<file path="src/rtl/core/spp_pkg.sv">
// ----------------------------------------------------------------------------
// spp_pkg
// Shared types and constants of the stereo ping-pong echo.
// ----------------------------------------------------------------------------
package spp_pkg;

   localparam int SAMPLE_W = 24;
   localparam int GAIN_W   = 18;
   localparam int DELAY_W  = 16;
   localparam int PROD_W   = SAMPLE_W + GAIN_W;

   localparam int CSR_ADDR_W = 4;
   localparam int CSR_DATA_W = 32;
   localparam int REG_IDX_W  = 2;

   localparam logic [REG_IDX_W-1:0] REG_DELAY_LEFT  = 2'd0;
   localparam logic [REG_IDX_W-1:0] REG_DELAY_RIGHT = 2'd1;
   localparam logic [REG_IDX_W-1:0] REG_GAIN_LEFT   = 2'd2;
   localparam logic [REG_IDX_W-1:0] REG_GAIN_RIGHT  = 2'd3;

   localparam int DELAY_RESET = 24000;
   localparam logic signed [GAIN_W-1:0] GAIN_RESET = 18'sd32768;

   localparam logic signed [SAMPLE_W-1:0] SAMPLE_MAX = 24'sh7fffff;
   localparam logic signed [SAMPLE_W-1:0] SAMPLE_MIN = 24'sh800000;

   typedef enum logic [2:0] {
      BK_IDLE,
      BK_MUL_L,
      BK_SUM_L,
      BK_MUL_R,
      BK_SUM_R
   } spp_back_state_type;

endpackage

</file>
<file path="src/rtl/core/spp_delay_mod.sv">
// ----------------------------------------------------------------------------
// spp_delay_mod
// Reduces a written delay modulo the store depth by reciprocal
// multiplication: a quotient estimate, its remainder, then a final correction.
// ----------------------------------------------------------------------------
module spp_delay_mod import spp_pkg::*; #(
   parameter int DEPTH = 65536
) (
   input  logic                       clock,
   input  logic                       reset,
   input  logic                       start,
   input  logic [DELAY_W-1:0]         value,
   output logic                       busy,
   output logic [$clog2(DEPTH)-1:0]   result
);

   localparam int AW = $clog2(DEPTH);
   localparam int RW = 33;
   localparam int PW = DELAY_W + RW;
   localparam int QW = PW - 32;
   localparam int MW = 40;
   localparam logic [RW-1:0] RECIP        = RW'((64'd1 << 32) / 64'(DEPTH));
   localparam logic [MW-1:0] DEPTH_M      = MW'(DEPTH);
   localparam logic [AW-1:0] RESET_RESULT = AW'(DELAY_RESET % DEPTH);

   logic                busy_ff, busy_in;
   logic                quo_vld_ff, quo_vld_in;
   logic                rem_vld_ff, rem_vld_in;
   logic [DELAY_W-1:0]  val_ff, val_in;
   logic [QW-1:0]       quo_ff, quo_in;
   logic [DELAY_W:0]    rem_ff, rem_in;
   logic [AW-1:0]       result_ff, result_in;
   logic [PW-1:0]       prod;
   logic [MW-1:0]       quo_depth;
   logic [MW-1:0]       diff;
   logic [AW-1:0]       rem_fixed;

   // The quotient estimate from the truncated reciprocal is exact or one low,
   // so a single compare and subtract finishes the remainder.
   always_comb begin
      prod      = PW'(val_ff) * PW'(RECIP);
      quo_in    = prod[PW-1:32];
      quo_depth = MW'(quo_ff) * DEPTH_M;
      diff      = MW'(val_ff) - quo_depth;
      rem_in    = diff[DELAY_W:0];
      if (MW'(rem_ff) >= DEPTH_M) begin
         rem_fixed = AW'(MW'(rem_ff) - DEPTH_M);
      end else begin
         rem_fixed = AW'(rem_ff);
      end
      busy_in    = busy_ff;
      quo_vld_in = 1'b0;
      rem_vld_in = 1'b0;
      val_in     = val_ff;
      result_in  = result_ff;
      if (start) begin
         busy_in = 1'b1;
         val_in  = value;
      end else if (busy_ff) begin
         if (rem_vld_ff) begin
            busy_in   = 1'b0;
            result_in = rem_fixed;
         end else if (quo_vld_ff) begin
            rem_vld_in = 1'b1;
         end else begin
            quo_vld_in = 1'b1;
         end
      end
   end

   always_ff @(posedge clock) begin
      if (reset) begin
         busy_ff    <= 1'b0;
         quo_vld_ff <= 1'b0;
         rem_vld_ff <= 1'b0;
         result_ff  <= RESET_RESULT;
      end else begin
         busy_ff    <= busy_in;
         quo_vld_ff <= quo_vld_in;
         rem_vld_ff <= rem_vld_in;
         result_ff  <= result_in;
      end
      val_ff <= val_in;
      quo_ff <= quo_in;
      rem_ff <= rem_in;
   end

   assign busy   = busy_ff;
   assign result = result_ff;

endmodule

</file>
<file path="config.mk">
export PLATFORM = sky130hd
export DESIGN_NAME = spp_delay_mod
export DESIGN_NICKNAME = d
export VERILOG_FILES = /design/src/rtl/core/spp_pkg.sv /design/src/rtl/core/spp_delay_mod.sv
export SDC_FILE = /design/constraint.sdc
export NUM_CORES = 1
export LEC_CHECK = 0
export ABC_AREA = 1
export BUFFER_PORTS_ARGS = -buffer_cell sky130_fd_sc_hd__buf_2
export CAP_MARGIN = 20
export CORE_AREA = 2 2 62 64
export DETAILED_ROUTE_END_ITERATION = 16
export DIE_AREA = 0 0 64 66
export MAX_ROUTING_LAYER = met4
export PLACE_DENSITY_LB_ADDON = 0.12
export SYNTH_ARGS = -nofsm -noshare
export SYNTH_HDL_FRONTEND = slang
export SYNTH_SLANG_ARGS = --single-unit
</file>
<file path="constraint.sdc">
create_clock -name clock -period 1.5 [get_ports clock]
set_clock_uncertainty 0.2 [all_clocks]
set_input_delay 0.3 -clock clock [delete_from_list [all_inputs] [get_ports clock]]
set_output_delay 0.3 -clock clock [all_outputs]
set_load 0.01 [all_outputs]
</file>
==> key figures <==
Drt
  – Final WL: 2460 µm
  – WL/cell: 10.2 µm
  – Iteration-0 DRC Markers: 54
  – DR DRC count: 0
  – Antenna Nets Post-Route: 0
  – Via count: 993
  – Detailed Routing Iterations Pass 1: 4
  – Via/cell ratio: 4.12

Cells and area
  – Number of diodes: 0
  – Register area: 0.00118 mm²
  – Final nets: 211
  – Area of the multi-input gates: 283 µm²
  – Layout area overhead: 30.8%
  – # fillers: 310
  – Layout cells sized above 1: 28.0%
  – Most frequent cells in the layout: buf_2 (35), dfxtp_1 (34), nand2_1 (30)
  – Commonest non-fill, non-tap cell in the layout: buf_2

Global route
  – GRT Total Usage: 13.6%
  – Initial antenna violation count: 0
  – Pin count of the biggest net entering global routing: 26
  – GRT overflow: 0
  – Vias in the first global route: 916
  – First-pass GRT wire length: 4050 µm

Yosys
  – Top cell type's share of synthesized area: 45.7%
  – Synth unique cells: 15
  – Top cells by area, synth: dfxtp_1 (46%), edfxtp_1 (31%), nand2_1 (7.3%)
  – Syn Area/Cell: 11.6 µm²
  – Yosys warning total: 0
  – Gate Count Post-Synth: 132
  – Syn Nets: 151
  – Yosys reg bits: 51
  – Area leader, netlist: dfxtp_1
  – Syn Std Cell Area: 0.00153 mm²
  – Register area share after synthesis: 77.0%

CTS
  – H-tree depth: 2
  – Num CTS Buffers: 5
  – Clk_lat worst skew: 0.36 ns
  – Setup bufs post-CTS: 0
  – Clock Path Buffers: 2
  – CTS tree: done
  – # clock sinks: 51
  – CTS root buffer: clkbuf_4
  – Clock-pin slew on the worst setup and hold paths: 0.13 ns

STA
  – Fin crit share: 95.4%
  – Max-slew headroom: 79.5%
  – Max-slew violations: 0
  – FMAX: 699 MHz
  – Slew @ Worst Pin: 0.308 ns
  – Worst hold slack: 0.0355 ns
  – Setup_tns: 0 ns
  – Clock period minus final worst setup slack: 1.43 ns
  – RSZ-0062 raised after global routing: false
  – Final-report hold violation count: 0
  – Setup-failing EPs final: 0

Die
  – Chip Height: 66 µm
  – Initial Util: 43.2%
  – Die W: 64 µm
  – Die area: 0.00422 mm²
  – Row count: 22
  – Core Area: 0.00355 mm²
  – Top-Level Pins: 36

Status
  – Status: completed

Worst setup path
  – CP endpoint kind: primary output
  – CP arrival: 0.93 ns
  – Delay of the slowest critical-path stage: 0.42 ns
  – CP max-delay cell: dfxtp_2
  – Reg2reg path depth: 3
  – Top cell family by delay on the critical path: flip-flops
  – Crit Path Max Fanout: 5
  – Reg2Reg Capture Point: result[5]$_SDFFE_PP0P_
  – Reg2reg setup slack: 0.28 ns
  – CP Class: flop to primary output
  – WP buf/inv: 1
  – CP Data Required Time: 1.00 ns
  – Crit-path cells: buf_2
  – CP Launch Type: flop
  – FF-to-FF Start: rem_vld_ff$_SDFF_PP0_

Pwr
  – Max VDD drop: 0.000733 V
  – Total Power: 2.21 mW
  – Leakage power: 0.914 nW
  – PD cells: 1100 mW/mm²

Placed design
  – Routability cong.: 0.746
  – HPWL Detailed: 1640 µm
  – PortBufs: 35

Run
  – Max-cap violations: 0

Min path
  – Type of the tightest min-delay check: input port to flop
  – Hold Path End: busy$_SDFF_PP0_
  – Hold path startpoint: start
  – Worst hold path depth: 3
-- state kept, by name, summed over array words and instances, names as in the netlist --
signal and count:
rem_vld_ff 1, quo_vld_ff 1, rem_ff 16, result 16, val_ff 16, busy 1
-- cell families (layout without fill, tap and decap cells) --
group           after synthesis  count (layout)  share of synthesized area [%]
simple gates                 64              64                           18.1
flops                        51              51                           77.0
buf+inv                      16              77                           4.57
compound gates                1               1                          0.326
-- area by class of cell --
| type | count | share of cell area (%) |
|---|---|---|
| clock inverter | 3 | 0.998 |
| sequential | 51 | 58.9 |
| tap | 48 | 2.99 |
| inverter | 13 | 2.43 |
| multi-input combinational | 65 | 14.1 |
| timing repair buffer | 56 | 18.7 |
| clock buffer | 5 | 1.87 |
-- worst register-to-register path, cell delays in order (launching register included) --
cell	delay, ns
dfxtp_1	0.42
nand3_4	0.28
nor2_1	0.18
nor2_1	0.06
-- per-layer routing --
metal  up-vias  share of wire [%]  routed length, µm  GRT usage (%)
li1        530                  -                  -              -
met3         7                5.4                132           4.09
met5         -                  0                  0              -
met4         0                1.7                 42           8.15
met1       433                 47               1150           16.3
met2        23                 46               1130           20.2
-- report_power, final --
part           switching (mW)  internal, mW
Combinational          0.0362        0.0566
Sequential             0.0196          1.50
Clock                   0.416         0.180
Total                   0.471          1.73
-- timing repair --
| item | CTS | global route |
|---|---|---|
| setup endpoints to repair | 1 | 0 |
| hold buffers | 17 | 0 |
| gates resized for setup | 1 | 0 |
| endpoints found under the hold margin | 17 | 0 |
-- cells in the mapped netlist (all sizes together) --
cell     n
nand3    8
clkinv   1
buf      3
edfxtp  16
nand4    1
inv     12
a21oi    1
dfxtp   35
nand2   34
nor2    21
-- per-stage QoR --
step | instances | instance area [µm²] | util (%) | setup WS [ns]
2_1_floorplan | 132 | 1530 | - | 0.308
5_1_grt | 241 | 2010 | 56.5 | 0.0211
3_3_place_gp | 216 | 1780 | 50.1 | 0.205
4_1_cts | 241 | 2010 | 56.5 | 0.0453
3_5_place_dp | 216 | 1780 | 50.1 | 0.175
6_report | 241 | 2010 | 56.5 | 0.0697
-- how the worst max path moves through the flow --
| stage | start | slack [ns] | depth (start not counted) | to |
|---|---|---|---|---|
| after floorplan | busy$_SDFF_PP0_ | 0.31 | 4 | result[13]$_SDFFE_PP0P_ |
| after global placement | start | 0.20 | 5 | result[12]$_SDFFE_PP1P_ |
| after detailed placement | start | 0.17 | 5 | result[15]$_SDFFE_PP0P_ |
| after CTS | busy$_SDFF_PP0_ | 0.05 | 1 | busy |
| after global routing | busy$_SDFF_PP0_ | 0.02 | 1 | busy |
| final | busy$_SDFF_PP0_ | 0.07 | 1 | busy |
No activity file was read; power rests on OpenSTA's default activity.
