## src/rtl/core/spp_pkg.sv

```systemverilog
// ----------------------------------------------------------------------------
// spp_pkg
// Shared types and constants of the stereo ping-pong echo.
// ----------------------------------------------------------------------------
package spp_pkg;

   localparam int SAMPLE_W = 24;
   localparam int GAIN_W   = 18;
   localparam int DELAY_W  = 16;
   localparam int PROD_W   = SAMPLE_W + GAIN_W;

   localparam int CSR_ADDR_W = 4;
   localparam int CSR_DATA_W = 32;
   localparam int REG_IDX_W  = 2;

   localparam logic [REG_IDX_W-1:0] REG_DELAY_LEFT  = 2'd0;
   localparam logic [REG_IDX_W-1:0] REG_DELAY_RIGHT = 2'd1;
   localparam logic [REG_IDX_W-1:0] REG_GAIN_LEFT   = 2'd2;
   localparam logic [REG_IDX_W-1:0] REG_GAIN_RIGHT  = 2'd3;

   localparam int DELAY_RESET = 24000;
   localparam logic signed [GAIN_W-1:0] GAIN_RESET = 18'sd32768;

   localparam logic signed [SAMPLE_W-1:0] SAMPLE_MAX = 24'sh7fffff;
   localparam logic signed [SAMPLE_W-1:0] SAMPLE_MIN = 24'sh800000;

   typedef enum logic [2:0] {
      BK_IDLE,
      BK_MUL_L,
      BK_SUM_L,
      BK_MUL_R,
      BK_SUM_R
   } spp_back_state_type;

endpackage

```

## src/rtl/core/spp_stream_if.sv

```systemverilog
// ----------------------------------------------------------------------------
// spp_req_if / spp_rsp_if
// Valid/ready stream channels carrying one stereo sample pair.
// ----------------------------------------------------------------------------
interface spp_req_if import spp_pkg::*; ();
   logic                       valid;
   logic                       ready;
   logic signed [SAMPLE_W-1:0] left_in;
   logic signed [SAMPLE_W-1:0] right_in;

   modport source (output valid, output left_in, output right_in, input ready);
   modport sink   (input valid, input left_in, input right_in, output ready);
endinterface


```

## src/rtl/core/spp_front.sv

```systemverilog
// ----------------------------------------------------------------------------
// spp_front
// Accepts sample pairs, tracks the write position and works out both
// read positions, their fill status and the forwarding case.
// ----------------------------------------------------------------------------
module spp_front import spp_pkg::*; #(
   parameter int DEPTH = 65536
) (
   input  logic                                   clock,
   input  logic                                   reset,
   spp_req_if.sink                                req,
   input  logic                                   cfg_busy,
   input  logic [$clog2(DEPTH)-1:0]               delay_left,
   input  logic [$clog2(DEPTH)-1:0]               delay_right,
   input  logic                                   q_full,
   output logic                                   push_valid,
   output logic [2*SAMPLE_W+3*$clog2(DEPTH)+2:0]  push_data
);

   localparam int AW = $clog2(DEPTH);
   localparam logic [AW:0]   DEPTH_X = (AW+1)'(DEPTH);
   localparam logic [AW-1:0] LAST    = AW'(DEPTH - 1);

   logic [AW-1:0] pos_ff, pos_in;
   logic          wrapped_ff, wrapped_in;
   logic [AW-1:0] next_pos;
   logic [AW:0]   diff_l, diff_r;
   logic [AW-1:0] idx_l, idx_r;
   logic          valid_l, valid_r, fwd;
   logic          accept;

   assign req.ready = !cfg_busy && !q_full;
   assign accept    = req.valid && req.ready;

   always_comb begin
      next_pos = (pos_ff == LAST) ? '0 : pos_ff + AW'(1);
      diff_l   = {1'b0, pos_ff} - {1'b0, delay_left};
      diff_r   = {1'b0, next_pos} - {1'b0, delay_right};
      idx_l    = diff_l[AW] ? AW'(diff_l + DEPTH_X) : diff_l[AW-1:0];
      idx_r    = diff_r[AW] ? AW'(diff_r + DEPTH_X) : diff_r[AW-1:0];
      // Until the position first wraps, only entries below it hold data; a read of
      // the left store may also take the position itself, forwarded from the left output.
      valid_l  = wrapped_ff || (idx_l < pos_ff);
      valid_r  = wrapped_ff || (idx_r <= pos_ff);
      fwd      = (idx_r == pos_ff);
      pos_in     = pos_ff;
      wrapped_in = wrapped_ff;
      if (accept) begin
         pos_in = next_pos;
         if (pos_ff == LAST) begin
            wrapped_in = 1'b1;
         end
      end
   end

   always_ff @(posedge clock) begin
      if (reset) begin
         pos_ff     <= '0;
         wrapped_ff <= 1'b0;
      end else begin
         pos_ff     <= pos_in;
         wrapped_ff <= wrapped_in;
      end
   end

   assign push_valid = accept;
   assign push_data  = {req.left_in, req.right_in, pos_ff, idx_l, idx_r,
                        valid_l, valid_r, fwd};

endmodule

```

## src/flat_wrapper.sv

```systemverilog
// flat-port wrapper written by rule: the top's interface ports become plain ports
module spp_front_flat import spp_pkg::*;
#(
   parameter int DEPTH = 65536
)
  (clock, reset, cfg_busy, delay_left, delay_right, q_full, push_valid, push_data, req_valid, req_left_in, req_right_in, req_ready);
  spp_req_if req_i ();
  input  logic clock;
  input  logic reset;
  input  logic cfg_busy;
  input  logic [$clog2(DEPTH)-1:0] delay_left;
  input  logic [$clog2(DEPTH)-1:0] delay_right;
  input  logic q_full;
  output logic push_valid;
  output logic [2*SAMPLE_W+3*$clog2(DEPTH)+2:0] push_data;
  input wire logic [$bits(req_i.valid)-1:0] req_valid;
  input wire logic [$bits(req_i.left_in)-1:0] req_left_in;
  input wire logic [$bits(req_i.right_in)-1:0] req_right_in;
  output wire logic [$bits(req_i.ready)-1:0] req_ready;
  assign req_i.valid = req_valid;
  assign req_i.left_in = req_left_in;
  assign req_i.right_in = req_right_in;
  assign req_ready = req_i.ready;
  spp_front #(.DEPTH(DEPTH)) u_core (.clock(clock), .reset(reset), .req(req_i), .cfg_busy(cfg_busy), .delay_left(delay_left), .delay_right(delay_right), .q_full(q_full), .push_valid(push_valid), .push_data(push_data));
endmodule
```

## config.mk

```make
export PLATFORM = sky130hd
export DESIGN_NAME = spp_front_flat
export DESIGN_NICKNAME = d
export VERILOG_FILES = /design/src/rtl/core/spp_pkg.sv /design/src/rtl/core/spp_stream_if.sv /design/src/rtl/core/spp_front.sv /design/src/flat_wrapper.sv
export SDC_FILE = /design/constraint.sdc
export NUM_CORES = 1
export LEC_CHECK = 0
export ABC_AREA = 1
export BUFFER_PORTS_ARGS = -buffer_cell sky130_fd_sc_hd__buf_2
export CAP_MARGIN = 20
export CORE_ASPECT_RATIO = 0.7
export CORE_MARGIN = 2
export CORE_UTILIZATION = 40
export CTS_CLUSTER_SIZE = 40
export DETAILED_ROUTE_END_ITERATION = 6
export PLACE_DENSITY_LB_ADDON = 0.25
export SETUP_SLACK_MARGIN = 0.15
export SLEW_MARGIN = 20
export SYNTH_ARGS = -nofsm -noshare
export SYNTH_HDL_FRONTEND = slang
export SYNTH_SLANG_ARGS = --single-unit
```

## constraint.sdc

```tcl
create_clock -name clock -period 4.35 [get_ports clock]
set_clock_uncertainty 0.15 [all_clocks]
set_input_delay 0.435 -clock clock [delete_from_list [all_inputs] [get_ports clock]]
set_output_delay 0.435 -clock clock [all_outputs]
set_load 0.1 [all_outputs]
```

==> impl_metrics.ini <==
[die]
io_pins = 186
core-area_um2 = 9030
die_y_um = 84.7
initial_core_util_pct = 41.2
rows = 29
die_area_um2 = 10100
chipWidth_um = 119

[yosys]
syn_area_per_cell_um2 = 6.33
yosysSeqAreaShare_pct = 9.15
synth_top_family_by_area = simple AND/OR/NAND/NOR gates
yosysUniqueCellTypes = 32
yosys.area_share.simple_pct = 24.5
ys_ff_latch = 17
synthCells = 587
yosysWarnings = 0
syn-num-nets = 737
synth_compound_area_share_pct = 15.2
synthAdderAreaFrac_pct = 22.3
synth_area_um2 = 3720
post_synth_mux_area_share_pct = 0
synth_xor_area_share_pct = 7.77

[critical_path]
r2r-start = u_core.pos_ff[7]$_SDFFE_PP0P_
required_ps = 3760
r2r-end = u_core.pos_ff[12]$_SDFFE_PP0P_
cp-start-kind = flip-flop
crit_fanout = 7
reg2reg_depth = 9
arrival_ps = 3590
endpoint_kind = output pin
reg2reg_slack_ps = 2580
critPathKind = reg -> out

[routing]
dr.first_iter.drc_count = 271
dr.pass1.iters = 5
wl_per_cell_um = 15.2
viasPerCell = 5.11
vias = 3981
drt_wl_total_um = 11900
drc = 0
ant_nets = 0

[timing]
max_freq_ghz = 0.240
setup_viol = 0
rsz0062_at_grt = true
min_period_over_period_pct = 95.9
finalWorstSetupSlack_ps = 177
max_slew_margin_pct = 65.6
fin_crit_ps = 4170
tightest_slew_ps = 520
finalMaxSlewViolations = 0
hold_viol_final = 0

[power]
peakVddDrop_uv = 161
powerDensity_nw_per_um2 = 287
leakagePower_nw = 2.71
fin_total_pwr_w = 0.00153

[clocking]
cts_made_buffers = 3
clock_sinks = 17
cts_tree = done
clock_path_buffers = 2
htree_levels = 1
cts_hold_buffers = 0
worstSkewPairLatency_ps = 260
path_clk_slew_ps = 60
cts.root.buffer_cell = clkbuf_16

[layout]
layout_commonest_cell = inv_1
nNetsFinal = 806
n_fill_cell = 840
seqCellArea_um2 = 398
drive_above_1_share_pct = 42.6
syn2layout_area_growth_pct = 43.8
post-route-cell-area_um2 = 5350
multi_input_area_um2 = 3600
diodes = 0
most-common-layout-cells = inv_1 (92), nand2_1 (87), buf_2 (86)

[global_route]
grt_pass1_wl_um = 17300
grt_max_degree = 27
grt_pass1_vias = 3552
antenna_found_initial = 0
grtUsageTotal_pct = 21.2
gr-total-overflow = 0

[placement]
portBuffers = 89
dp_slack_ps = 239
placed_area_um2 = 4500
gp_congestion = 0.919
dp_hpwl_um = 9200

[run]
maxCapViolations = 0

[hold_path]
min-delay-start = reset
hp-class = in -> reg
min_path_cells = 2
holdPathEnd = u_core.wrapped_ff$_SDFFE_PP0P_

[outcome]
status = finished, final reports clean
-- registers in the layout (all words and copies together) (netlist names) --
name	flops
u_core.wrapped_ff	1
u_core.pos_ff	16
-- synthesized netlist by cell type --
cell type,count,area (um2)
nand4_1,7,43.8
dfxtp_1,17,340
xor2_1,28,245
ha_1,63,788
nand3_4,1,17.5
inv_1,103,387
nor2_1,39,146
nand2_1,116,435
a211oi_1,2,15.0
nand3_1,28,140
a21o_1,3,22.5
nor3_1,3,15.0
a21oi_1,60,300
nand4_2,1,12.5
buf_4,51,383
or2_1,1,6.26
buf_2,2,10.0
xnor2_1,5,43.8
o21bai_1,6,45.0
fa_1,2,40.0
o21ai_1,3,15.0
nor2_2,4,25.0
a31oi_1,2,12.5
o21a_1,1,7.51
o21ai_0,26,130
clkbuf_1,1,3.75
inv_2,1,3.75
nand3b_1,3,22.5
o211ai_1,1,7.51
nand2_2,4,25.0
a21oi_2,1,8.76
nand3_2,2,20.0
-- layer usage --
layer  wire, um  vias to the layer above  GRT usage, %  part of all wire [%]
met4        116                        0          2.38                  0.98
met2       5390                      153          33.2                    45
met1       5500                     1843          30.7                    46
met5          0                        -             0                     0
li1           -                     1965             -                     -
met3        855                       20          4.82                   7.2
-- worst max-delay path by stage --
stage                                       start            to  slack (ps)  cells past startpoint
floorplan           u_core.pos_ff[1]$_SDFFE_PP0P_  push_data[1]         0.8                     22
global placement    u_core.pos_ff[5]$_SDFFE_PP0P_  push_data[1]         220                     23
detailed placement  u_core.pos_ff[1]$_SDFFE_PP0P_  push_data[1]         240                     22
CTS                 u_core.pos_ff[0]$_SDFFE_PP0P_  push_data[1]         180                     21
global route        u_core.pos_ff[0]$_SDFFE_PP0P_  push_data[1]         -20                     24
finish              u_core.pos_ff[0]$_SDFFE_PP0P_  push_data[1]         180                     23
-- logic make-up after synthesis --
| group | Yosys count |
|---|---|
| adder cells (fa/ha/maj) | 65 |
| buffers and inverters | 158 |
| XOR/XNOR | 33 |
| flip-flops | 17 |
| AO/OA/AOI/OAI | 105 |
| AND/OR/NAND/NOR | 209 |
-- repair_timing --
item	CTS	global route
gates resized for setup	31	82
setup endpoints to repair	2	3
setup buffers	6	21
pin swaps	5	61
cloned	0	0
-- critical path: stages, from the launching register on --
cell and delay, ps:
dfxtp_4 360, ha_4 150, nand3_4 110, inv_4 100, nand4_4 230, inv_4 150, or2_4 130, inv_2 60
ha_4 170, nand2_1 50, nand2_1 70, inv_2 60, nor2_1 50, nor2_2 170, nand2_4 90, a21oi_4 190
xor2_4 200, ha_4 240, a21oi_2 120, o21ai_0 100, a21oi_1 160, nand2_1 80, nand2_2 90, buf_12 170
-- layout make-up --
cell class                      instances  share of cell area [%]
Inverter                              104                    7.39
Timing Repair Buffer                  118                    13.4
Clock buffer                            3                    1.40
Multi-Input combinational cell        412                    67.4
Sequential cell                        17                    7.44
Tap cell                              124                    2.90
Clock inverter                          1                  0.0936
-- report_power, final --
part | internal [W] | switching, W
clock | 0.000123 | 0.0000691
sequential | 0.000159 | 0.0000150
combinational | 0.000317 | 0.000849
-- metrics by stage --
step                setup TNS, ps  hold WS [ps]  instances  util [%]
global route                -20.7           343        779      59.2
detailed placement              0           368        748      49.8
finish                          0           338        779      59.2
global placement                0           354        748      49.8
CTS                             0           317        758      53.1
floorplan                       0           303        587         -
No activity file was read; power rests on OpenSTA's default activity.
