`config.mk`:
```
export PLATFORM = sky130hd
export DESIGN_NAME = spp_queue
export DESIGN_NICKNAME = d
export VERILOG_FILES = /design/src/rtl/core/spp_queue.sv
export SDC_FILE = /design/constraint.sdc
export NUM_CORES = 1
export LEC_CHECK = 0
export ABC_CLOCK_PERIOD_IN_PS = 3650
export BUFFER_PORTS_ARGS = -buffer_cell sky130_fd_sc_hd__buf_4
export CORE_ASPECT_RATIO = 1.5
export CORE_MARGIN = 4
export CORE_UTILIZATION = 40
export CTS_CLUSTER_DIAMETER = 40
export CTS_CLUSTER_SIZE = 8
export DETAILED_ROUTE_END_ITERATION = 10
export REMOVE_ABC_BUFFERS = 1
export SLEW_MARGIN = 20
export SYNTH_ARGS = -nofsm -noshare
export SYNTH_HDL_FRONTEND = slang
export SYNTH_SLANG_ARGS = --single-unit
```
`constraint.sdc`:
```
create_clock -name clock -period 3.65 [get_ports clock]
set_input_delay 0.5475 -clock clock [delete_from_list [all_inputs] [get_ports clock]]
set_output_delay 0.5475 -clock clock [all_outputs]
set_load 0.02 [all_outputs]
```
`src/rtl/core/spp_queue.sv`:
```
// ----------------------------------------------------------------------------
// spp_queue
// Two-entry queue between the front and the back.
// ----------------------------------------------------------------------------
module spp_queue #(
   parameter int WIDTH = 8
) (
   input  logic             clock,
   input  logic             reset,
   input  logic             push_valid,
   input  logic [WIDTH-1:0] push_data,
   output logic             full,
   output logic             pop_valid,
   output logic [WIDTH-1:0] pop_data,
   input  logic             pop
);

   logic [WIDTH-1:0] mem_ff [2];
   logic             wr_ptr_ff, wr_ptr_in;
   logic             rd_ptr_ff, rd_ptr_in;
   logic [1:0]       count_ff, count_in;
   logic             do_pop;

   assign full      = (count_ff == 2'd2);
   assign pop_valid = (count_ff != 2'd0);
   assign pop_data  = mem_ff[rd_ptr_ff];
   assign do_pop    = pop && pop_valid;

   always_comb begin
      wr_ptr_in = push_valid ? !wr_ptr_ff : wr_ptr_ff;
      rd_ptr_in = do_pop ? !rd_ptr_ff : rd_ptr_ff;
      count_in  = count_ff + {1'b0, push_valid} - {1'b0, do_pop};
   end

   always_ff @(posedge clock) begin
      if (reset) begin
         wr_ptr_ff <= 1'b0;
         rd_ptr_ff <= 1'b0;
         count_ff  <= 2'd0;
      end else begin
         wr_ptr_ff <= wr_ptr_in;
         rd_ptr_ff <= rd_ptr_in;
         count_ff  <= count_in;
      end
      if (push_valid) begin
         mem_ff[wr_ptr_ff] <= push_data;
      end
   end

endmodule

```
==> qor.txt, run 1 <==
=====================================================================================
Part of the total power dissipated in combinational logic                       34.3%
Antenna diode instance count                                                        0
Mapped Area                                                                 818 sq um
Worst-case clock buffer depth                                                       2
Sequential share of power                                                       49.3%
Number of hold violations in the final report                                       0
Endpoint class of the critical path                                      primary output
Register-to-Register Path Depth                                                     6
Tightest slew margin relative to the limit                                      53.5%
Class of the worst hold path                                                   in2reg
Final core utilization                                                          54.5%
Sequential fraction of the synthesis area                                       70.9%
Core region area                                                           1880 sq um
Number of port buffers                                                             21
Boundary Pins                                                                      22
Final RePlAce weighted congestion                                               0.605
Initial cell density of the core                                                43.6%
Length of the first detailed-routing pass in iterations                             1
Number of antenna violations at the first check in global routing                   0
Ordered cell list for the critical path                                  mux2_2 > buf_4
DRT Wirelength                                                                1.13 mm
Share of final-layout standard cells stronger than drive strength 1             48.6%
TritonCTS buffer count                                                              3
Result of the run                                                        finished, final reports clean
Overflow left after global routing                                                  0
Biggest fanout along the worst timing path                                          8
Hold_ws                                                                        433 ps
Most frequent standard cell in the layout excluding fill and tap cells   sky130_fd_sc_hd__buf_4
Time the final worst path needs with I/O delays and setup                     1920 ps
Internal power contribution                                                  0.455 mW
Hold-fix buffers, CTS                                                               0
Fin Setup TNS                                                                    0 ps
Mean post-synth cell area                                                  17.0 sq um
Number of instances in the synthesized netlist                                     48
Clock tree from TritonCTS                                                       built
Antenna-violating nets left                                                         0
H-tree levels                                                                       1
Area Overhead vs Synth                                                          25.1%
Count of unique library cells instantiated by Yosys                                13
Global Route Usage Sum                                                          9.30%
Setup repair after global routing missed its margin                                no
Hold Path Depth                                                                     1
Die width                                                                44.9 microns
CP startpoint kind                                                               flop
Count of routing violations after the opening detailed-route iteration              0
Slack of the worst reg-to-reg path                                            2240 ps
Die height                                                               63.4 microns
Instance count on the critical path                                                 2
Longest individual stage delay on the worst path                               540 ps
WP data arrival                                                               1370 ps
Post-CTS Setup Bufs                                                                 0
Post-synthesis register bit count                                                  21
Reported leakage power                                                       0.412 nW
Fillers                                                                           165
Leading cell types in the layout, fill and taps excluded                 21 x sky130_fd_sc_hd__buf_4, 16 x sky130_fd_sc_hd__edfxtp_1, 10 x sky130_fd_sc_hd__mux2_2
Net count reported at finish                                                       87
Root buffer cell                                                         sky130_fd_sc_hd__clkbuf_4
Number of sinks handled by clock tree synthesis                                    21
Max-slew violation count                                                            0
Clock network fraction of total power                                           16.4%
Total power after layout                                                     0.634 mW
Number of remaining DRC errors                                                      0
Number of global-route vias before repair                                         479
Post-cts resize count                                                               0
Critical path's slowest cell                                             sky130_fd_sc_hd__dfxtp_1
Switch Pwr                                                                   0.179 mW
Clock insertion delay at the later pin of the skew report                      290 ps
Total power per unit cell area                                            619 nW/um^2
Total of max-cap violations                                                         0
Wire per inst                                                            12.1 microns
Vias after detailed routing                                                       441
First-pass GRT wire length                                                    1.88 mm
Core Rows                                                                          19
Number of warnings issued by yosys                                                  0
Critical path class                                                           reg2out
Final period utilization                                                        52.6%
Clock skew                                                                    5.26 ps
Non-Filler Cell Area, Final                                                1020 sq um
Cell area after placement                                                   997 sq um
Fmax achieved                                                               0.521 GHz
IR drop worst, VDD                                                             373 uV
Buf/Inv on CP                                                                       1
Maximum number of pins on one net before global-route repair                       12
Pin slew with the least headroom to its limit                                  696 ps
Clock slew seen by the registers of the worst setup and hold paths             110 ps
Setup-violating endpoint count in the final report                                  0
Total Die Area                                                             2850 sq um
Number of vias per cell                                                          4.74
Switching part of the total                                                     28.3%
Required @ worst endpoint                                                     3100 ps
Worst path top cell family by delay                                        flip-flops
=====================================================================================
synth_stat cells:
cell type	instances	area share, %
sky130_fd_sc_hd__o21a_1	1	0.92
sky130_fd_sc_hd__ha_1	2	3.1
sky130_fd_sc_hd__edfxtp_1	16	59
sky130_fd_sc_hd__buf_2	1	0.61
sky130_fd_sc_hd__xnor3_1	1	2.8
sky130_fd_sc_hd__nor2b_1	4	3.1
sky130_fd_sc_hd__dfxtp_1	5	12
sky130_fd_sc_hd__nor2_1	3	1.4
sky130_fd_sc_hd__and2_1	1	0.77
sky130_fd_sc_hd__mux2_2	10	14
sky130_fd_sc_hd__or2_2	1	0.77
sky130_fd_sc_hd__inv_1	2	0.92
sky130_fd_sc_hd__xnor2_1	1	1.1
worst reg2reg max path: stages (launching register included):
cell	delay (ps)
sky130_fd_sc_hd__dfxtp_1	350
sky130_fd_sc_hd__o21a_1	230
sky130_fd_sc_hd__ha_1	270
sky130_fd_sc_hd__inv_1	50
sky130_fd_sc_hd__ha_1	140
sky130_fd_sc_hd__xnor3_1	210
sky130_fd_sc_hd__nor2_1	90
layout make-up:
class	count	area, sq um	share of cell area (%)
clock buffer	4	26.3	2.57
inverter	2	7.51	0.733
sequential	21	581	56.7
multi-input combinational	24	225	22.0
tap	21	26.3	2.57
timing repair buffer	21	158	15.4
stage by stage:
| step | setup slack, ps | instances |
|---|---|---|
| final | 1730 | 93 |
| after global routing | 1640 | 93 |
| after CTS | 1700 | 93 |
| after detailed placement | 2010 | 89 |
| after global placement | 2020 | 89 |
| after floorplan | 2200 | 47 |
power groups by stage:
stage	Sequential, mW	Clock [mW]	Combinational, mW
2_1_floorplan	0.312	0	0.149
3_3_place_gp	0.319	0	0.220
3_5_place_dp	0.320	0	0.221
4_1_cts	0.314	0.108	0.222
5_1_grt	0.318	0.120	0.236
6_report	0.312	0.104	0.218
cells by family (layout without fill, tap and decap cells):
family | after synthesis | in the layout | synth area share (%)
adder cells (fa/ha/maj) | 2 | 2 | 3.06
AND/OR/NAND/NOR | 9 | 9 | 5.96
multiplexers | 10 | 10 | 13.8
flip-flops | 21 | 21 | 70.9
buffers and inverters | 3 | 27 | 1.53
XOR/XNOR | 2 | 2 | 3.82
AO/OA/AOI/OAI | 1 | 1 | 0.918
final timing paths:
check                    start            to
hold / removal    push_data[3]  mem_ff[0][3]
setup reg to reg   count_ff[1]   count_ff[1]
hold reg to reg      wr_ptr_ff     wr_ptr_ff
setup / recovery          flop   pop_data[0]
sequential cells by signal (all words and copies together), names as in the netlist, named ones only:
signal     cells
wr_ptr_ff      1
mem_ff        16
rd_ptr_ff      1
count_ff       2
per-layer routing:
metal | global-route usage, % | vias to the layer above | part of all wire, %
li1 | - | 219 | -
met1 | 8.13 | 211 | 35
met2 | 17.2 | 9 | 58
met3 | 1.71 | 2 | 5.5
met4 | 6.59 | 0 | 0.71
met5 | 0 | - | 0
(Power assumes the default switching activity.)
==> run 2: changes to the inputs <==
--- a/config.mk
+++ b/config.mk
@@ -5,7 +5,7 @@
 export SDC_FILE = /design/constraint.sdc
 export NUM_CORES = 1
 export LEC_CHECK = 0
-export ABC_CLOCK_PERIOD_IN_PS = 3650
+export ABC_CLOCK_PERIOD_IN_PS = 1800
 export BUFFER_PORTS_ARGS = -buffer_cell sky130_fd_sc_hd__buf_4
 export CORE_ASPECT_RATIO = 1.5
 export CORE_MARGIN = 4
==> constraint.sdc (replaced) <==
create_clock -name clock -period 1.8 [get_ports clock]
set_input_delay 0.27 -clock clock [delete_from_list [all_inputs] [get_ports clock]]
set_output_delay 0.27 -clock clock [all_outputs]
set_load 0.02 [all_outputs]
==> qor.txt, run 2 (synthesized netlist as in run 1, its figures left out) <==
=====================================================================================
Result of the run                                                        finished, final reports clean
Count of routing violations after the opening detailed-route iteration              3   +3
Area Overhead vs Synth                                                          26.0%
Hold-fix buffers, CTS                                                               0   unchanged
Boundary Pins                                                                      22   unchanged
Wire per inst                                                            12.2 microns   +1.1%
Setup repair after global routing missed its margin                                no
Total Die Area                                                             2850 sq um   unchanged
Number of hold violations in the final report                                       0   unchanged
Top reg by flops                                                               mem_ff
Clock skew                                                                    3.14 ps   -2.11 ps
First-pass GRT wire length                                                    1.83 mm   -2.9%
Number of sinks handled by clock tree synthesis                                    21   unchanged
Class of the worst hold path                                                   in2reg
Final RePlAce weighted congestion                                               0.621   +2.6%
Required @ worst endpoint                                                     1530 ps   -1570 ps
Biggest fanout along the worst timing path                                          8   unchanged
Share of final-layout standard cells stronger than drive strength 1             49.3%   +0.70 points
Post-cts resize count                                                               0   unchanged
Max-slew violation count                                                            0   unchanged
TritonCTS buffer count                                                              3   unchanged
DRT Wirelength                                                                1.15 mm   +2.2%
Pin slew with the least headroom to its limit                                  355 ps   -341 ps
WP data arrival                                                               1360 ps   about the same
Endpoint class of the critical path                                      primary output
Fmax achieved                                                               0.614 GHz
Clock insertion delay at the later pin of the skew report                      280 ps   about the same
Buf/Inv on CP                                                                       1   unchanged
Number of port buffers                                                             21   unchanged
Number of antenna violations at the first check in global routing                   0   unchanged
Time the final worst path needs with I/O delays and setup                     1630 ps
Die height                                                               63.4 microns   unchanged
Core Rows                                                                          19   unchanged
Leading cell types in the layout, fill and taps excluded                 22 x sky130_fd_sc_hd__buf_4, 16 x sky130_fd_sc_hd__edfxtp_1, 10 x sky130_fd_sc_hd__mux2_2
Die width                                                                44.9 microns   unchanged
Post-DP HPWL                                                              945 microns
Clock slew seen by the registers of the worst setup and hold paths             100 ps   about the same
Critical path class                                                           reg2out
Sequential cell area in the final layout                                    581 sq um   unchanged
Number of remaining DRC errors                                                      0   unchanged
Total power per unit cell area                                           1240 nW/um^2   +100%
Worst-case clock buffer depth                                                       2   unchanged
Ordered cell list for the critical path                                  mux2_2 > buf_4
Area taken by multi-input logic gates                                       225 sq um   unchanged
Clock tree from TritonCTS                                                       built
Root buffer cell                                                         sky130_fd_sc_hd__clkbuf_4
Longest individual stage delay on the worst path                               540 ps   about the same
Length of the first detailed-routing pass in iterations                             2   +1
H-tree levels                                                                       1   unchanged
Final period utilization                                                        90.5%
Fillers                                                                           159   -3.6%
Initial cell density of the core                                                43.6%   unchanged
CP startpoint kind                                                               flop
Core region area                                                           1880 sq um   unchanged
Reported leakage power                                                       0.417 nW   +1.2%
Critical path's slowest cell                                             sky130_fd_sc_hd__dfxtp_1
Number of vias per cell                                                          4.73   -0.17%
Tightest slew margin relative to the limit                                      76.3%   +23 points
Maximum number of pins on one net before global-route repair                       12   unchanged
Worst path top cell family by delay                                        flip-flops
Net count reported at finish                                                       88   +1.1%
Setup-violating endpoint count in the final report                                  0   unchanged
Antenna-violating nets left                                                         0   unchanged
Antenna diode instance count                                                        0   unchanged
Global Route Usage Sum                                                          8.71%   -0.60 points
Most frequent standard cell in the layout excluding fill and tap cells   sky130_fd_sc_hd__buf_4
Max reg flops                                                                      16   unchanged
Hold_ws                                                                        165 ps   -268 ps
Post-CTS Setup Bufs                                                                 0   unchanged
Overflow left after global routing                                                  0   unchanged
Number of global-route vias before repair                                         454   -5.2%
Largest registers in the final layout                                    mem_ff (16), count_ff (2)
Vias after detailed routing                                                       445   +0.91%
Total of max-cap violations                                                         0   unchanged
IR drop worst, VDD                                                             738 uV   +98%
Fin Setup TNS                                                                    0 ps   unchanged
=====================================================================================
-- run 2: power breakdown --
group	switching [mW]	internal, mW	total [mW]
Sequential	0.0496	0.585	0.634
Clock	0.119	0.0859	0.205
Combinational	0.189	0.253	0.441
-- run 2: cell type report --
type | instances | share of cell area (%)
Clock buffer | 4 | 2.55
Inverter | 2 | 0.728
Multi-Input combinational cell | 24 | 21.8
Sequential cell | 21 | 56.3
Tap cell | 21 | 2.55
Timing Repair Buffer | 22 | 16.0
-- run 2: metrics by stage --
stage	cell area (sq um)	setup WS, ps	power (mW)	utilization (%)	cells
after CTS	1030	144	1.30	54.9	94
after floorplan	813	481	0.936	-	47
after global routing	1030	107	1.35	54.9	94
after detailed placement	1000	427	1.10	53.5	90
after global placement	1000	456	1.08	53.5	90
final	1030	172	1.28	54.9	94
-- run 2: worst paths after layout --
kind | slack, ps | cells past startpoint | from | endpoint
setup / recovery | 170 | 2 | flop | pop_data[4]
setup reg to reg | 420 | 6 | count_ff[1] | count_ff[1]
hold reg to reg | 550 | 2 | wr_ptr_ff | wr_ptr_ff
hold / removal | 170 | 1 | push_data[5] | mem_ff[1][5]
-- run 2: layer usage --
metal | global-route usage [%] | routed length, microns
met3 | 1.71 | 60
met2 | 16.8 | 722
met5 | 0 | 0
met4 | 3.30 | 0
met1 | 8.21 | 369
==> run 3: changes to the inputs <==
--- a/config.mk
+++ b/config.mk
@@ -5,7 +5,7 @@
 export SDC_FILE = /design/constraint.sdc
 export NUM_CORES = 1
 export LEC_CHECK = 0
-export ABC_CLOCK_PERIOD_IN_PS = 1800
+export ABC_CLOCK_PERIOD_IN_PS = 1580
 export BUFFER_PORTS_ARGS = -buffer_cell sky130_fd_sc_hd__buf_4
 export CORE_ASPECT_RATIO = 1.5
 export CORE_MARGIN = 4
==> constraint.sdc (replaced) <==
create_clock -name clock -period 1.58 [get_ports clock]
set_input_delay 0.237 -clock clock [delete_from_list [all_inputs] [get_ports clock]]
set_output_delay 0.237 -clock clock [all_outputs]
set_load 0.02 [all_outputs]
==> qor.txt, run 3 (synthesized netlist as in run 1, its figures left out) <==
=====================================================================================
Tightest slew margin relative to the limit                                      76.3%   unchanged
Hold Path Depth                                                                     1   unchanged
Worst path top cell family by delay                                        flip-flops
Critical path class                                                           reg2out
Reported leakage power                                                       0.417 nW   about the same
Share of final-layout standard cells stronger than drive strength 1             50.7%   +1.4 points
Clock slew seen by the registers of the worst setup and hold paths             100 ps   about the same
CP startpoint kind                                                               flop
Met2 wire length                                                          722 microns   unchanged
Post-CTS Setup Bufs                                                                 0   unchanged
Hold_ws                                                                        132 ps   -33.0 ps
Clock tree from TritonCTS                                                       built
Root buffer cell                                                         sky130_fd_sc_hd__clkbuf_4
Area Overhead vs Synth                                                          26.1%
Slack of the worst reg-to-reg path                                             200 ps   -220 ps
Leading cell types in the layout, fill and taps excluded                 22 x sky130_fd_sc_hd__buf_4, 16 x sky130_fd_sc_hd__edfxtp_1, 10 x sky130_fd_sc_hd__mux2_2
Setup repair after global routing missed its margin                                no
First-pass GRT wire length                                                    1.83 mm   unchanged
Fmax achieved                                                               0.675 GHz
Overflow left after global routing                                                  0   unchanged
Required @ worst endpoint                                                     1340 ps   -190 ps
IR drop worst, VDD                                                             841 uV   +14%
Number of remaining DRC errors                                                      0   unchanged
Vias after detailed routing                                                       445   unchanged
Die width                                                                44.9 microns   unchanged
Worst-case clock buffer depth                                                       2   unchanged
Clock skew                                                                    3.14 ps   unchanged
Total power after layout                                                      1.46 mW   +14%
Most frequent standard cell in the layout excluding fill and tap cells   sky130_fd_sc_hd__buf_4
FF-to-FF Start                                                            count_ff[1]
Core region area                                                           1880 sq um   unchanged
Max-slew violation count                                                            0   unchanged
H-tree levels                                                                       1   unchanged
Number of global-route vias before repair                                         454   unchanged
Worst R2R End                                                             count_ff[1]
Startpoint of the lowest-slack hold path                                 push_data[5]
Setup-violating endpoint count in the final report                                  0   unchanged
Total Die Area                                                             2850 sq um   unchanged
Result of the run                                                        finished, final reports clean
Longest individual stage delay on the worst path                               440 ps   -100 ps
Clock insertion delay at the later pin of the skew report                      280 ps   about the same
Final period utilization                                                        93.7%
Final RePlAce weighted congestion                                               0.621   unchanged
Non-Filler Cell Area, Final                                                1030 sq um   +0.12%
Uppermost metal layer occupied by signal nets                                    met3
Time the final worst path needs with I/O delays and setup                     1480 ps
Wire per inst                                                            12.2 microns   unchanged
Top reg by flops                                                               mem_ff
Number of port buffers                                                             21   unchanged
Endpoint class of the critical path                                      primary output
Antenna diode instance count                                                        0   unchanged
Number of vias per cell                                                          4.73   unchanged
Biggest fanout along the worst timing path                                          8   unchanged
Buf/Inv on CP                                                                       1   unchanged
Cell area after placement                                                  1000 sq um   unchanged
Total of max-cap violations                                                         0   unchanged
Max reg flops                                                                      16   unchanged
Initial cell density of the core                                                43.6%   unchanged
Pin slew with the least headroom to its limit                                  355 ps   unchanged
Net count reported at finish                                                       88   unchanged
TritonCTS buffer count                                                              3   unchanged
Number of antenna violations at the first check in global routing                   0   unchanged
Class of the worst hold path                                                   in2reg
Boundary Pins                                                                      22   unchanged
Maximum number of pins on one net before global-route repair                       12   unchanged
Number of sinks handled by clock tree synthesis                                    21   unchanged
Core Rows                                                                          19   unchanged
WP data arrival                                                               1240 ps   -120 ps
Register-to-Register Path Depth                                                     6   unchanged
Global Route Usage Sum                                                          8.71%   unchanged
Fin Setup TNS                                                                    0 ps   unchanged
DRT Wirelength                                                                1.15 mm   unchanged
Wire length the detailed router placed on met1                            369 microns   unchanged
Post-DP HPWL                                                              945 microns   unchanged
Critical path's slowest cell                                             sky130_fd_sc_hd__dfxtp_2
Met3 routed wirelength                                                     60 microns   unchanged
Antenna-violating nets left                                                         0   unchanged
Total power per unit cell area                                           1420 nW/um^2   +14%
Length of the first detailed-routing pass in iterations                             2   unchanged
Hold EP                                                                  mem_ff[1][5]
Number of hold violations in the final report                                       0   unchanged
Ordered cell list for the critical path                                  mux2_2 > buf_4
Die height                                                               63.4 microns   unchanged
Count of routing violations after the opening detailed-route iteration              3   unchanged
Largest registers in the final layout                                    mem_ff (16), count_ff (2)
=====================================================================================
[run 3: worst max-delay path by stage]
stage,depth (start not counted),endpoint
after global routing,2,pop_data[4]
after global placement,6,count_ff[1]
after floorplan,6,count_ff[1]
final,2,pop_data[4]
after CTS,2,pop_data[4]
after detailed placement,6,count_ff[1]
[run 3: cell type report]
| class | count | area, sq um |
|---|---|---|
| clock buffers | 4 | 26.3 |
| fillers | 159 | 846 |
| inverters | 2 | 7.51 |
| multi-input cells | 24 | 225 |
| flip-flops and latches | 21 | 582 |
| well taps | 21 | 26.3 |
| repair buffers | 22 | 165 |
[run 3: worst reg2reg max path: cells and delay by family (launching register included)]
kind,cells,cell delay (ps)
flops,1,350
xor+xnor,1,200
simple gates,1,90
fa+ha+maj,2,410
buf+inv,1,50
compound gates,1,230
[run 3: repair_timing]
| item | 4_1_cts | 5_1_grt |
|---|---|---|
| resized for setup | 1 | 0 |
| hold buffers | 0 | 0 |
| setup endpoints to repair | 8 | 0 |
[run 3: layer usage]
metal  global-route usage, %  up-vias
li1                        -      224
met1                    8.21      212
met2                    16.8        9
met3                    1.71        0
met4                    3.30        0
met5                       0        -
[run 3: per-stage QoR]
stage | setup slack [ps] | util [%] | cells
6_report | 99.6 | 55.0 | 94
2_1_floorplan | 261 | - | 47
5_1_grt | 48.1 | 55.0 | 94
4_1_cts | 77.4 | 55.0 | 94
3_5_place_dp | 207 | 53.5 | 90
3_3_place_gp | 236 | 53.5 | 90
[run 3: where the power goes]
group | total [mW] | internal [mW] | switching (mW)
registers | 0.725 | 0.668 | 0.0565
clock network | 0.233 | 0.0978 | 0.135
logic | 0.503 | 0.288 | 0.215
total | 1.46 | 1.05 | 0.407
